<file path="config.mk">
export PLATFORM = sky130hd
export DESIGN_NAME = efr_axes
export DESIGN_NICKNAME = d
export VERILOG_FILES = /design/src/sv/efr_pkg.sv /design/src/sv/efr_axes.sv
export SDC_FILE = /design/constraint.sdc
export NUM_CORES = 1
export LEC_CHECK = 0
export ABC_CLOCK_PERIOD_IN_PS = 13200
export BUFFER_PORTS_ARGS = -buffer_cell sky130_fd_sc_hd__buf_2
export CAP_MARGIN = 20
export CORE_ASPECT_RATIO = 1.2
export CORE_UTILIZATION = 65
export DETAILED_ROUTE_END_ITERATION = 16
export GPL_TIMING_DRIVEN = 0
export PLACE_DENSITY = 0.94
export SLEW_MARGIN = 20
export SYNTH_ARGS = -nofsm -noshare
export SYNTH_HDL_FRONTEND = slang
export SYNTH_SLANG_ARGS = --single-unit
</file>
<file path="constraint.sdc">
create_clock -name clk -period 13.2 [get_ports clk]
set_clock_uncertainty 0.15 [all_clocks]
set_input_delay 0.66 -clock clk [delete_from_list [all_inputs] [get_ports clk]]
set_output_delay 0.66 -clock clk [all_outputs]
set_load 0.01 [all_outputs]
</file>
<file path="src/sv/efr_pkg.sv">
`timescale 1ns / 1ps
// Shared constants, widths, codes and types for the elliptical foveation rate map.
// No dependencies; every other file in sv/ refers to it by scoped names.
package efr_pkg;

	localparam int TILE_SIZE  = 16;

	// Field widths
	localparam int SIZE_W     = 15;
	localparam int CENTER_W   = 16;
	localparam int PCT_W      = 7;
	localparam int SCALE_W    = 10;
	localparam int RATES_W    = 24;
	localparam int TILE_W     = 13;
	localparam int RATE_W     = 8;
	localparam int BAND_W     = 2;
	localparam int CFG_IDX_W  = 3;
	localparam int CFG_DATA_W = 24;

	// Map height in tiles and the center tile
	localparam int HR_W   = SIZE_W + 1;
	localparam int HT_MAX = ((2 ** SIZE_W) - 1 + TILE_SIZE - 1) / TILE_SIZE;
	localparam int HT_W   = $clog2(HT_MAX + 1);
	localparam int CT_MAX = ((2 ** (CENTER_W - 1)) - 1) / TILE_SIZE;
	localparam int CT_W   = $clog2(CT_MAX + 1);

	// Semi-axes: b = (h_tiles * pct) / 200, a = (scale * b) / 100
	localparam int PB_W  = HT_W + PCT_W;
	localparam int QB_W  = PB_W - 3;
	localparam int B_MAX = HT_MAX * ((2 ** PCT_W) - 1) / 200;
	localparam int B_W   = $clog2(B_MAX + 1);
	localparam int XB_W  = SCALE_W + B_W;
	localparam int QA_W  = XB_W - 2;
	localparam int A_MAX = ((2 ** SCALE_W) - 1) * B_MAX / 100;
	localparam int A_W   = $clog2(A_MAX + 1);

	// floor(q / 25) = (q * DIV25_MUL) >> DIV25_SHIFT, exact for q < 2^28 / 19
	localparam int DIV25_SHIFT = 28;
	localparam int DIV25_MUL   = 10737419;
	localparam int DIV25_W     = 24;
	localparam int QBM_W       = QB_W + DIV25_W;
	localparam int QAM_W       = QA_W + DIV25_W;

	// Ellipse test: (dx*b)^2 + (dy*a)^2 < (a*b)^2
	localparam int DX_W   = (TILE_W > CT_W) ? TILE_W : CT_W;
	localparam int DXB_W  = DX_W + B_W;
	localparam int DYA_W  = DX_W + A_W;
	localparam int AB_W   = A_W + B_W;
	localparam int DXB2_W = 2 * DXB_W;
	localparam int DYA2_W = 2 * DYA_W;
	localparam int AB2_W  = 2 * AB_W;
	localparam int SUM_W  = ((DXB2_W > DYA2_W) ? DXB2_W : DYA2_W) + 1;
	localparam int CMP_W  = (SUM_W > AB2_W) ? SUM_W : AB2_W;

	// Accepting edge to the edge that takes the result
	localparam int LATENCY = 8;

	typedef logic [HR_W-1:0]   hr_t;
	typedef logic [HT_W-1:0]   ht_t;
	typedef logic [CT_W-1:0]   ct_t;
	typedef logic [PB_W-1:0]   pb_t;
	typedef logic [QBM_W-1:0]  qbm_t;
	typedef logic [B_W-1:0]    b_t;
	typedef logic [XB_W-1:0]   xb_t;
	typedef logic [QAM_W-1:0]  qam_t;
	typedef logic [A_W-1:0]    a_t;
	typedef logic [DX_W-1:0]   dx_t;
	typedef logic [DXB_W-1:0]  dxb_t;
	typedef logic [DYA_W-1:0]  dya_t;
	typedef logic [AB_W-1:0]   ab_t;
	typedef logic [DXB2_W-1:0] dxb2_t;
	typedef logic [DYA2_W-1:0] dya2_t;
	typedef logic [AB2_W-1:0]  ab2_t;
	typedef logic [CMP_W-1:0]  cmp_t;

	// Band codes
	localparam logic [BAND_W-1:0] BAND_INNER  = 2'd0;
	localparam logic [BAND_W-1:0] BAND_MIDDLE = 2'd1;
	localparam logic [BAND_W-1:0] BAND_OUTER  = 2'd2;

	// Register indexes
	localparam logic [CFG_IDX_W-1:0] REG_TARGET_WIDTH  = 3'd0;
	localparam logic [CFG_IDX_W-1:0] REG_TARGET_HEIGHT = 3'd1;
	localparam logic [CFG_IDX_W-1:0] REG_CENTER_X      = 3'd2;
	localparam logic [CFG_IDX_W-1:0] REG_CENTER_Y      = 3'd3;
	localparam logic [CFG_IDX_W-1:0] REG_INNER_RADIUS  = 3'd4;
	localparam logic [CFG_IDX_W-1:0] REG_OUTER_RADIUS  = 3'd5;
	localparam logic [CFG_IDX_W-1:0] REG_X_SCALE       = 3'd6;
	localparam logic [CFG_IDX_W-1:0] REG_RATE_VALUES   = 3'd7;

	// Reset values
	localparam logic [SIZE_W-1:0]   RST_TARGET_WIDTH  = 15'd2048;
	localparam logic [SIZE_W-1:0]   RST_TARGET_HEIGHT = 15'd2048;
	localparam logic [CENTER_W-1:0] RST_CENTER_X      = 16'd1024;
	localparam logic [CENTER_W-1:0] RST_CENTER_Y      = 16'd1024;
	localparam logic [PCT_W-1:0]    RST_INNER_RADIUS  = 7'd50;
	localparam logic [PCT_W-1:0]    RST_OUTER_RADIUS  = 7'd60;
	localparam logic [SCALE_W-1:0]  RST_X_SCALE       = 10'd100;
	localparam logic [RATES_W-1:0]  RST_RATE_VALUES   = 24'h020100;

	typedef struct packed {
		logic [SIZE_W-1:0]   target_width;
		logic [SIZE_W-1:0]   target_height;
		logic [CENTER_W-1:0] center_x_px;
		logic [CENTER_W-1:0] center_y_px;
		logic [PCT_W-1:0]    inner_radius_pct;
		logic [PCT_W-1:0]    outer_radius_pct;
		logic [SCALE_W-1:0]  x_scale_pct;
		logic [RATES_W-1:0]  rate_values;
	} cfg_t;

	typedef struct packed {
		a_t a;
		b_t b;
	} axes_t;

endpackage

</file>
<file path="src/sv/efr_axes.sv">
`timescale 1ns / 1ps
// Semi-axis pipeline for one ellipse: five stages from configuration to (a, b).
// Depends on efr_pkg; runs in lockstep with the item pipeline of the top level.
module efr_axes (
	input  logic                          clk,
	input  logic [efr_pkg::SIZE_W-1:0]    target_height,
	input  logic [efr_pkg::PCT_W-1:0]     radius_pct,
	input  logic [efr_pkg::SCALE_W-1:0]   x_scale_pct,
	output efr_pkg::axes_t                axes
);

	efr_pkg::hr_t   h_round;
	efr_pkg::ht_t   h_tiles;
	efr_pkg::b_t    b_next;

	efr_pkg::pb_t   p_s1;
	efr_pkg::qbm_t  bq_s2;
	efr_pkg::b_t    b_s3;
	efr_pkg::xb_t   xb_s3;
	efr_pkg::b_t    b_s4;
	efr_pkg::qam_t  aq_s4;
	efr_pkg::axes_t axes_s5;

	// map height in tiles, rounded up
	assign h_round = efr_pkg::hr_t'(target_height) + efr_pkg::hr_t'(efr_pkg::TILE_SIZE - 1);
	assign h_tiles = efr_pkg::ht_t'(h_round / efr_pkg::TILE_SIZE);

	assign b_next = efr_pkg::b_t'(bq_s2 >> efr_pkg::DIV25_SHIFT);

	always_ff @(posedge clk) begin
		p_s1  <= efr_pkg::pb_t'(h_tiles) * efr_pkg::pb_t'(radius_pct);
		// /200 = >>3 then /25 by reciprocal
		bq_s2 <= efr_pkg::qbm_t'(p_s1[efr_pkg::PB_W-1:3]) * efr_pkg::qbm_t'(efr_pkg::DIV25_MUL);
		b_s3  <= b_next;
		xb_s3 <= efr_pkg::xb_t'(x_scale_pct) * efr_pkg::xb_t'(b_next);
		b_s4  <= b_s3;
		// /100 = >>2 then /25 by reciprocal
		aq_s4 <= efr_pkg::qam_t'(xb_s3[efr_pkg::XB_W-1:2]) * efr_pkg::qam_t'(efr_pkg::DIV25_MUL);
		axes_s5.a <= efr_pkg::a_t'(aq_s4 >> efr_pkg::DIV25_SHIFT);
		axes_s5.b <= b_s4;
	end

	assign axes = axes_s5;

endmodule

</file>
==> summary.txt <==
Syn Std Cell Area: 0.02187 mm2
share of layout cells above drive strength 1: 3.833%
Worst Setup End Kind: flop
Initial Utilization: 65.96%
CP arrival: 6600 ps
Total Wirelength: 48,850 um
postcts setup bufs: 0
met1 Usage GRT: 34.13%
Crit path top cell by count: fa_1
crit start category: flop
CTS tree: done
initial antenna violation count: 0
clock period minus worst slack: 6485 ps
die span in x: 169.4 um
Yosys warnings: 0
FF+latch count, synth: 107
vias in the first global route: 17,467
Top FF cell, synth: dfxtp_1
CTS Hold Buffers Added: 0
Largest stage delay, worst path: 630 ps
port buffer count: 56
Skew-Pair Late Insertion Delay: 390 ps
routed vias: 15,605
WS Path Type: reg -> reg
Post-CTS Resized: 0
Slew Limit Headroom: 55.37%
top-area cell type share of the netlist area: 35.52%
critical-path cell list: fa_1 > fa_1 > inv_1 > fa_1 > fa_1 > fa_1 > fa_1 > inv_1 > ha_1 > nand2_1 > o21ai_0 > nor3_1 > and3_1 > or4_1 > a31o_2 > mux2i_1 > nand2_1
RD Place Congestion: 0.9612
CTS sink cnt: 107
post-synthesis async set-or-reset flop share: 0%
drt wl/cell: 17.62 um
commonest non-fill, non-tap cell in the layout: inv_1
Critical Path Fanout Max: 8
Required @ worst endpoint: 13,310 ps
n_diodes: 0
CTS Root Cell: clkbuf_16
Total GRT Usage: 30.80%
Vias/cell: 5.630
most frequent cells in the layout: inv_1, ha_1, fa_1
largest net degree at the start of global routing: 20
met2 Use GR: 56.47%
num rows: 73
H-Tree Depth: 3
Hold Vio Cnt, Final: 0
Mapped Cells: 2,250
post-synthesis sequential area ratio: 9.795%
nets@finish: 3,180
Finish-stage setup viols: 0
EDFF count, synth: 0
status: finished clean
Clock Tree Buf Depth: 2
syn avg cell area: 9.720 um2
Tightest Pin Transition: 659.0 ps
gr ovfl total: 0
First-pass DRT Iterations: 7
first-pass GRT wire length: 82,520 um
Synth-to-Final Area Change: 5.367%
Final TNS setup: 0 ps
DIE AREA: 0.03439 mm2
met3 GRT Util: 3.314%
post-synth cell types: 58
Ports: 58
RSZ-0062 raised after global routing: false
Num CTS Buffers: 9
Synth area leaders: fa_1, ha_1, inv_1
total core area: 0.03316 mm2
Fmax achieved: 154.2 MHz
worst hold path type: reg -> reg
Syn Nets: 3,113
busiest grt layer: met2
Pins Over Slew Limit: 0
Die H: 202.9 um
DRC marker count from the first detailed-route iteration: 706
drc violations: 0
Layout Utilization: 69.50%
clk slew on worst S/H paths: 80 ps
cell taking the most area after synthesis: fa_1
dpl hpwl: 42,970 um
Detail Route Antenna Nets: 0
Slowest cell on crit path: dfxtp_1
period utilisation layout: 49.13%
Max-Cap Viols: 0
-- layout make-up --
| type | instances | area (um2) |
|---|---|---|
| Fill cell | 2432 | 10110 |
| Clock inverter | 5 | 77.57 |
| Multi-Input combinational cell | 1504 | 17330 |
| Timing Repair Buffer | 56 | 280.3 |
| Tap cell | 450 | 563.0 |
| Clock buffer | 11 | 252.7 |
| Sequential cell | 107 | 2142 |
| Inverter | 612 | 2297 |
| Buffer | 27 | 102.6 |
-- state kept, by name, indices dropped and copies added, names as in the netlist --
register and cells:
aq_s4 14, axes 25, b_s3 11, b_s4 11, bq_s2 11, p_s1 16, xb_s3 19
-- synth_stat cells, types with 7 or more instances --
cell type  instances
nand4_1           16
a21oi_1           62
and2_1            63
nand3_1           19
nor3_1            18
clkbuf_1          26
ha_1             442
dfxtp_1          107
nor2_1            41
and3_1            13
inv_1            612
nand2b_1          11
fa_1             388
o21bai_1           9
nand2_1          125
o21a_1             7
a211oi_1          11
o21ai_0           43
xnor2_1           50
xor2_1            25
a31oi_1           10
a21o_1            34
nor2b_1           50
-- worst paths after layout --
kind,depth (start not counted),from,to,slack (ps)
setup / recovery,17,xb_s3[5],aq_s4[35],6710
hold reg to reg,0,b_s4[9],axes[9],170
hold / removal,0,b_s4[9],axes[9],170
setup reg to reg,17,xb_s3[5],aq_s4[35],6710
-- metal layers --
metal | up-vias | share of wire (%)
li1 | 7125 | -
met2 | 425 | 53
met3 | 178 | 3.4
met4 | 0 | 6.1
met5 | - | 0
met1 | 7877 | 37
-- metrics by stage --
stage / cell area (um2) / worst slack (ps) / instances / hold WS [ps]
after floorplan: 21870 / 7260 / 2250 / 159.6
after detailed placement: 22710 / 6446 / 2756 / 162.1
after CTS: 23040 / 6770 / 2772 / 166.1
after global placement: 22710 / 6676 / 2756 / 160.0
final: 23040 / 6715 / 2772 / 165.4
after global routing: 23040 / 6299 / 2772 / 172.0
-- critical path: cells and delay by family, from the launching register on --
kind	cells	cell delay (ps)
adder cells (fa/ha/maj)	7	3460
AND/OR/NAND/NOR	5	1130
flip-flops	1	630
multiplexers	1	230
AO/OA/AOI/OAI	2	680
buffers and inverters	2	100
-- cells by family (layout without fill, tap and decap cells) --
logic type | Yosys count | count (layout) | synth area share (%)
adders and majority gates | 830 | 830 | 60.80
buffers and inverters | 639 | 711 | 10.97
and+or+nand+nor | 377 | 377 | 8.776
AOI/OAI and AO/OA | 221 | 221 | 6.602
DFF | 107 | 107 | 9.795
xor gates and xnor gates | 75 | 75 | 3.004
muxes | 1 | 1 | 0.04577
Power is not shown: default switching activity piles up to over one toggle a cycle in this logic, so the estimate is an artifact.
