===== src/sv/efr_pkg.sv =====
`timescale 1ns / 1ps
// Shared constants, widths, codes and types for the elliptical foveation rate map.
// No dependencies; every other file in sv/ refers to it by scoped names.
package efr_pkg;

	localparam int TILE_SIZE  = 16;

	// Field widths
	localparam int SIZE_W     = 15;
	localparam int CENTER_W   = 16;
	localparam int PCT_W      = 7;
	localparam int SCALE_W    = 10;
	localparam int RATES_W    = 24;
	localparam int TILE_W     = 13;
	localparam int RATE_W     = 8;
	localparam int BAND_W     = 2;
	localparam int CFG_IDX_W  = 3;
	localparam int CFG_DATA_W = 24;

	// Map height in tiles and the center tile
	localparam int HR_W   = SIZE_W + 1;
	localparam int HT_MAX = ((2 ** SIZE_W) - 1 + TILE_SIZE - 1) / TILE_SIZE;
	localparam int HT_W   = $clog2(HT_MAX + 1);
	localparam int CT_MAX = ((2 ** (CENTER_W - 1)) - 1) / TILE_SIZE;
	localparam int CT_W   = $clog2(CT_MAX + 1);

	// Semi-axes: b = (h_tiles * pct) / 200, a = (scale * b) / 100
	localparam int PB_W  = HT_W + PCT_W;
	localparam int QB_W  = PB_W - 3;
	localparam int B_MAX = HT_MAX * ((2 ** PCT_W) - 1) / 200;
	localparam int B_W   = $clog2(B_MAX + 1);
	localparam int XB_W  = SCALE_W + B_W;
	localparam int QA_W  = XB_W - 2;
	localparam int A_MAX = ((2 ** SCALE_W) - 1) * B_MAX / 100;
	localparam int A_W   = $clog2(A_MAX + 1);

	// floor(q / 25) = (q * DIV25_MUL) >> DIV25_SHIFT, exact for q < 2^28 / 19
	localparam int DIV25_SHIFT = 28;
	localparam int DIV25_MUL   = 10737419;
	localparam int DIV25_W     = 24;
	localparam int QBM_W       = QB_W + DIV25_W;
	localparam int QAM_W       = QA_W + DIV25_W;

	// Ellipse test: (dx*b)^2 + (dy*a)^2 < (a*b)^2
	localparam int DX_W   = (TILE_W > CT_W) ? TILE_W : CT_W;
	localparam int DXB_W  = DX_W + B_W;
	localparam int DYA_W  = DX_W + A_W;
	localparam int AB_W   = A_W + B_W;
	localparam int DXB2_W = 2 * DXB_W;
	localparam int DYA2_W = 2 * DYA_W;
	localparam int AB2_W  = 2 * AB_W;
	localparam int SUM_W  = ((DXB2_W > DYA2_W) ? DXB2_W : DYA2_W) + 1;
	localparam int CMP_W  = (SUM_W > AB2_W) ? SUM_W : AB2_W;

	// Accepting edge to the edge that takes the result
	localparam int LATENCY = 8;

	typedef logic [HR_W-1:0]   hr_t;
	typedef logic [HT_W-1:0]   ht_t;
	typedef logic [CT_W-1:0]   ct_t;
	typedef logic [PB_W-1:0]   pb_t;
	typedef logic [QBM_W-1:0]  qbm_t;
	typedef logic [B_W-1:0]    b_t;
	typedef logic [XB_W-1:0]   xb_t;
	typedef logic [QAM_W-1:0]  qam_t;
	typedef logic [A_W-1:0]    a_t;
	typedef logic [DX_W-1:0]   dx_t;
	typedef logic [DXB_W-1:0]  dxb_t;
	typedef logic [DYA_W-1:0]  dya_t;
	typedef logic [AB_W-1:0]   ab_t;
	typedef logic [DXB2_W-1:0] dxb2_t;
	typedef logic [DYA2_W-1:0] dya2_t;
	typedef logic [AB2_W-1:0]  ab2_t;
	typedef logic [CMP_W-1:0]  cmp_t;

	// Band codes
	localparam logic [BAND_W-1:0] BAND_INNER  = 2'd0;
	localparam logic [BAND_W-1:0] BAND_MIDDLE = 2'd1;
	localparam logic [BAND_W-1:0] BAND_OUTER  = 2'd2;

	// Register indexes
	localparam logic [CFG_IDX_W-1:0] REG_TARGET_WIDTH  = 3'd0;
	localparam logic [CFG_IDX_W-1:0] REG_TARGET_HEIGHT = 3'd1;
	localparam logic [CFG_IDX_W-1:0] REG_CENTER_X      = 3'd2;
	localparam logic [CFG_IDX_W-1:0] REG_CENTER_Y      = 3'd3;
	localparam logic [CFG_IDX_W-1:0] REG_INNER_RADIUS  = 3'd4;
	localparam logic [CFG_IDX_W-1:0] REG_OUTER_RADIUS  = 3'd5;
	localparam logic [CFG_IDX_W-1:0] REG_X_SCALE       = 3'd6;
	localparam logic [CFG_IDX_W-1:0] REG_RATE_VALUES   = 3'd7;

	// Reset values
	localparam logic [SIZE_W-1:0]   RST_TARGET_WIDTH  = 15'd2048;
	localparam logic [SIZE_W-1:0]   RST_TARGET_HEIGHT = 15'd2048;
	localparam logic [CENTER_W-1:0] RST_CENTER_X      = 16'd1024;
	localparam logic [CENTER_W-1:0] RST_CENTER_Y      = 16'd1024;
	localparam logic [PCT_W-1:0]    RST_INNER_RADIUS  = 7'd50;
	localparam logic [PCT_W-1:0]    RST_OUTER_RADIUS  = 7'd60;
	localparam logic [SCALE_W-1:0]  RST_X_SCALE       = 10'd100;
	localparam logic [RATES_W-1:0]  RST_RATE_VALUES   = 24'h020100;

	typedef struct packed {
		logic [SIZE_W-1:0]   target_width;
		logic [SIZE_W-1:0]   target_height;
		logic [CENTER_W-1:0] center_x_px;
		logic [CENTER_W-1:0] center_y_px;
		logic [PCT_W-1:0]    inner_radius_pct;
		logic [PCT_W-1:0]    outer_radius_pct;
		logic [SCALE_W-1:0]  x_scale_pct;
		logic [RATES_W-1:0]  rate_values;
	} cfg_t;

	typedef struct packed {
		a_t a;
		b_t b;
	} axes_t;

endpackage


===== src/sv/efr_regs.sv =====
`timescale 1ns / 1ps
// Configuration register file of the foveation rate map.
// Depends on efr_pkg for widths, register indexes and reset values.
module efr_regs (
	input  logic                              clk,
	input  logic                              arst_n,
	input  logic                              cfg_wr_en,
	input  logic [efr_pkg::CFG_IDX_W-1:0]     cfg_index,
	input  logic [efr_pkg::CFG_DATA_W-1:0]    cfg_data,
	output efr_pkg::cfg_t                     cfg
);

	efr_pkg::cfg_t cfg_q;

	always_ff @(posedge clk or negedge arst_n) begin
		if (!arst_n) begin
			cfg_q.target_width     <= efr_pkg::RST_TARGET_WIDTH;
			cfg_q.target_height    <= efr_pkg::RST_TARGET_HEIGHT;
			cfg_q.center_x_px      <= efr_pkg::RST_CENTER_X;
			cfg_q.center_y_px      <= efr_pkg::RST_CENTER_Y;
			cfg_q.inner_radius_pct <= efr_pkg::RST_INNER_RADIUS;
			cfg_q.outer_radius_pct <= efr_pkg::RST_OUTER_RADIUS;
			cfg_q.x_scale_pct      <= efr_pkg::RST_X_SCALE;
			cfg_q.rate_values      <= efr_pkg::RST_RATE_VALUES;
		end else if (cfg_wr_en) begin
			case (cfg_index)
				efr_pkg::REG_TARGET_WIDTH: begin
					cfg_q.target_width <= cfg_data[efr_pkg::SIZE_W-1:0];
				end
				efr_pkg::REG_TARGET_HEIGHT: begin
					cfg_q.target_height <= cfg_data[efr_pkg::SIZE_W-1:0];
				end
				efr_pkg::REG_CENTER_X: begin
					cfg_q.center_x_px <= cfg_data[efr_pkg::CENTER_W-1:0];
				end
				efr_pkg::REG_CENTER_Y: begin
					cfg_q.center_y_px <= cfg_data[efr_pkg::CENTER_W-1:0];
				end
				efr_pkg::REG_INNER_RADIUS: begin
					cfg_q.inner_radius_pct <= cfg_data[efr_pkg::PCT_W-1:0];
				end
				efr_pkg::REG_OUTER_RADIUS: begin
					cfg_q.outer_radius_pct <= cfg_data[efr_pkg::PCT_W-1:0];
				end
				efr_pkg::REG_X_SCALE: begin
					cfg_q.x_scale_pct <= cfg_data[efr_pkg::SCALE_W-1:0];
				end
				efr_pkg::REG_RATE_VALUES: begin
					cfg_q.rate_values <= cfg_data[efr_pkg::RATES_W-1:0];
				end
				default: begin
				end
			endcase
		end
	end

	assign cfg = cfg_q;

endmodule


===== config.mk =====
export PLATFORM = sky130hd
export DESIGN_NAME = efr_regs
export DESIGN_NICKNAME = d
export VERILOG_FILES = /design/src/sv/efr_pkg.sv /design/src/sv/efr_regs.sv
export SDC_FILE = /design/constraint.sdc
export NUM_CORES = 1
export LEC_CHECK = 0
export ABC_CLOCK_PERIOD_IN_PS = 1900
export BUFFER_PORTS_ARGS = -buffer_cell sky130_fd_sc_hd__buf_4
export CAP_MARGIN = 20
export CORE_ASPECT_RATIO = 0.9
export CORE_UTILIZATION = 42
export DETAILED_ROUTE_END_ITERATION = 16
export PLACE_DENSITY = 0.74
export SYNTH_ARGS = -nofsm -noshare
export SYNTH_HDL_FRONTEND = slang
export SYNTH_SLANG_ARGS = --single-unit

===== constraint.sdc =====
create_clock -name clk -period 1.9 [get_ports clk]
set_input_delay 0.19 -clock clk [delete_from_list [all_inputs] [get_ports clk]]
set_output_delay 0.19 -clock clk [all_outputs]
set_load 0.01 [all_outputs]

==> metrics.txt <==
Pleak=2.70 nW; vias=2559; pin count of the biggest net entering global routing=62; grt ovf=0; clock transition at the registers of the reported paths=0.07 ns; final worst-path cycle share=0.626; Antenna Cells=0; EDFF count, synth=0; Synth area leaders=dfrtp_1, mux2_2, dfstp_2; ys flop type=dfrtp_1; CTS tree=yes; layout cell share with drive strength beyond 1=0.746; Crit. End Element=flip-flop; fillers=798; Mapped Cells=242; number of global-route vias before repair=2577; async set-reset flop share out of synthesis=1.00; top cell type's share of synthesized area=0.550; die height=97.7 um; postcts setup bufs=0; Skew-Pair Late Insertion Delay=0.33 ns; routability cong.=0.731; first-pass GRT wire length=14.5 mm; XOR/XNOR Fraction of Synth Area=0; Syn Std Cell Area=4280 um^2; Rows=34; drt first pass iters=4; register area share after synthesis=0.649; Ports=140; cell taking the most area after synthesis=dfrtp_1; CP max-delay cell=and4bb_2; Worst Hold Slack=0.0848 ns; Min Clock Period, post-route=1.19 ns; Initial Utilization=0.437; Mapped Nets=272; crit path DAT=1.40 ns; Cells after DPL=500; Post-Route Setup TNS=0 ns; cells along the critical path=buf_4 > and4bb_2 > mux2_2; final WL=9.04 mm; syn_area_per_cell=17.7 um^2; reported max-cap violation count=0; initial drt markers=48; Sequential Area=2770 um^2; CTS H-Tree Depth=3; Max Slew Vio Count=0; routed len/inst=17.5 um; simple-gate area share of the yosys netlist=0.0263; Setup CP Type=in -> reg; CTS Buf Count=9; Worst Path Max Fanout=16; Worst-Margin Slew=0.520 ns; Area growth syn-to-layout=34.5%; remaining antenna violation count after routing=0; Worst VDD drop=0.626 mV; commonest cells in the netlist=mux2_2, dfrtp_1, dfstp_2, mux2_4, buf_2; area share of fa/ha/maj cells after synthesis=0; Tot Pwr=6.75 mW; Cell Pwr Density=1170 nW/um^2; die area=10600 um^2; Finished Layout Cells=516; initial antenna violation count=0; Clock Path Buffers=2; #FFs+latches synth=110; CP peak stage delay=0.65 ns; multi-input combinational cell area=1400 um^2; Distinct cells, synth=15; Synth warnings=0; Clock Tree Root=clkbuf_16; Largest register FFs=110; complex-gate fraction of the synthesized area=0; Die W=108 um; worst rel slew slack=0.653; largest family of logic cells by synthesized area=multiplexers; outcome=finished, final reports clean; PortBufs=139; drc violations=0; Tot GR Track Use=0.181; cell with the most instances after synthesis=mux2_2; Final setup viols=0; clk sinks=110; post-DP HPWL=6.36 mm; crit path launch type=input port; worst min path class=in -> reg; Max Clk Rate=841 MHz; CP Data Required Time=2.11 ns; post-synthesis mux area share=0.299; RSZ-0062 raised after global routing=no; via density per instance=4.96; final hold violation count=0; skew final=0 ns; nets=416; Core Box Area=9780 um^2
worst paths after layout:
path | slack, ns | depth (start not counted) | to | startpoint
min | 0.08 | 2 | cfg[19]$_DFFE_PN0P_ | cfg_data[19]
max reg2reg | 1.10 | 1 | cfg[83]$_DFFE_PN0P_ | cfg[83]$_DFFE_PN0P_
min reg2reg | 0.50 | 1 | cfg[84]$_DFFE_PN0P_ | cfg[84]$_DFFE_PN0P_
max in group asynchronous | 1.17 | 3 | cfg[8]$_DFFE_PN1P_ | arst_n
max | 0.71 | 3 | cfg[77]$_DFFE_PN0P_ | cfg_index[0]
min in group asynchronous | 0.39 | 3 | cfg[21]$_DFFE_PN0P_ | arst_n
power by group:
group	switching, mW	internal [mW]
clock network	0.793	0.961
registers	0.281	2.91
logic	0.722	1.08
total	1.80	4.96
metal layers:
metal | share of wire | vias to the layer above | routed length, um | global-route usage
met2 | 0.48 | 79 | 4370 | 0.285
met4 | 0.0049 | 0 | 44 | 0.0312
met5 | 0 | - | 0 | 0
li1 | - | 1162 | - | -
met3 | 0.069 | 4 | 622 | 0.0617
met1 | 0.44 | 1314 | 4010 | 0.247
cells in the final DEF, fill, tap and decap left out:
cell | Yosys | routed
buf_4 | 1 | 143
nor4b_4 | 1 | 1
buf_12 | 0 | 3
mux2_2 | 98 | 98
mux2_1 | 2 | 2
dfrtp_1 | 94 | 94
clkbuf_8 | 0 | 2
nand4b_1 | 2 | 2
nand4b_4 | 1 | 1
mux2_4 | 10 | 10
clkinv_2 | 0 | 1
nor4bb_2 | 0 | 1
clkinvlp_4 | 0 | 1
inv_6 | 0 | 2
nand4_2 | 1 | 1
clkbuf_16 | 0 | 9
dlygate4sd3_1 | 0 | 1
and4bb_2 | 2 | 2
dfstp_2 | 16 | 16
repair_timing:
item                      4_1_cts  5_1_grt
hold buffers                    1        0
hold endpoints to repair       94        0
resized for setup               0        0
cells by family (layout without fill, tap and decap cells):
kind of cell,count (synthesis),in the layout
AND/OR/NAND/NOR,8,8
flip-flops,110,110
multiplexers,110,110
buffers and inverters,14,162
metrics by stage:
step / worst slack [ns] / cell area, um^2 / util
floorplan: 0.527 / 4280 / -
global placement: 0.406 / 5460 / 0.558
global route: 0.661 / 5750 / 0.588
detailed placement: 0.336 / 5460 / 0.558
finish: 0.711 / 5750 / 0.588
CTS: 0.687 / 5750 / 0.588
critical path: cells and delay by family:
kind          cells  cell delay [ns]
buf+inv           1             0.15
mux               1             0.40
simple gates      1             0.65
cell type report:
cell class                      instances  share of cell area
Tap cell                              126              0.0274
Clock inverter                          4             0.00522
Multi-Input combinational cell        118               0.243
Clock buffer                           11              0.0439
Sequential cell                       110               0.482
Timing Repair Buffer                  147               0.199
No activity file was read; power rests on OpenSTA's default activity.
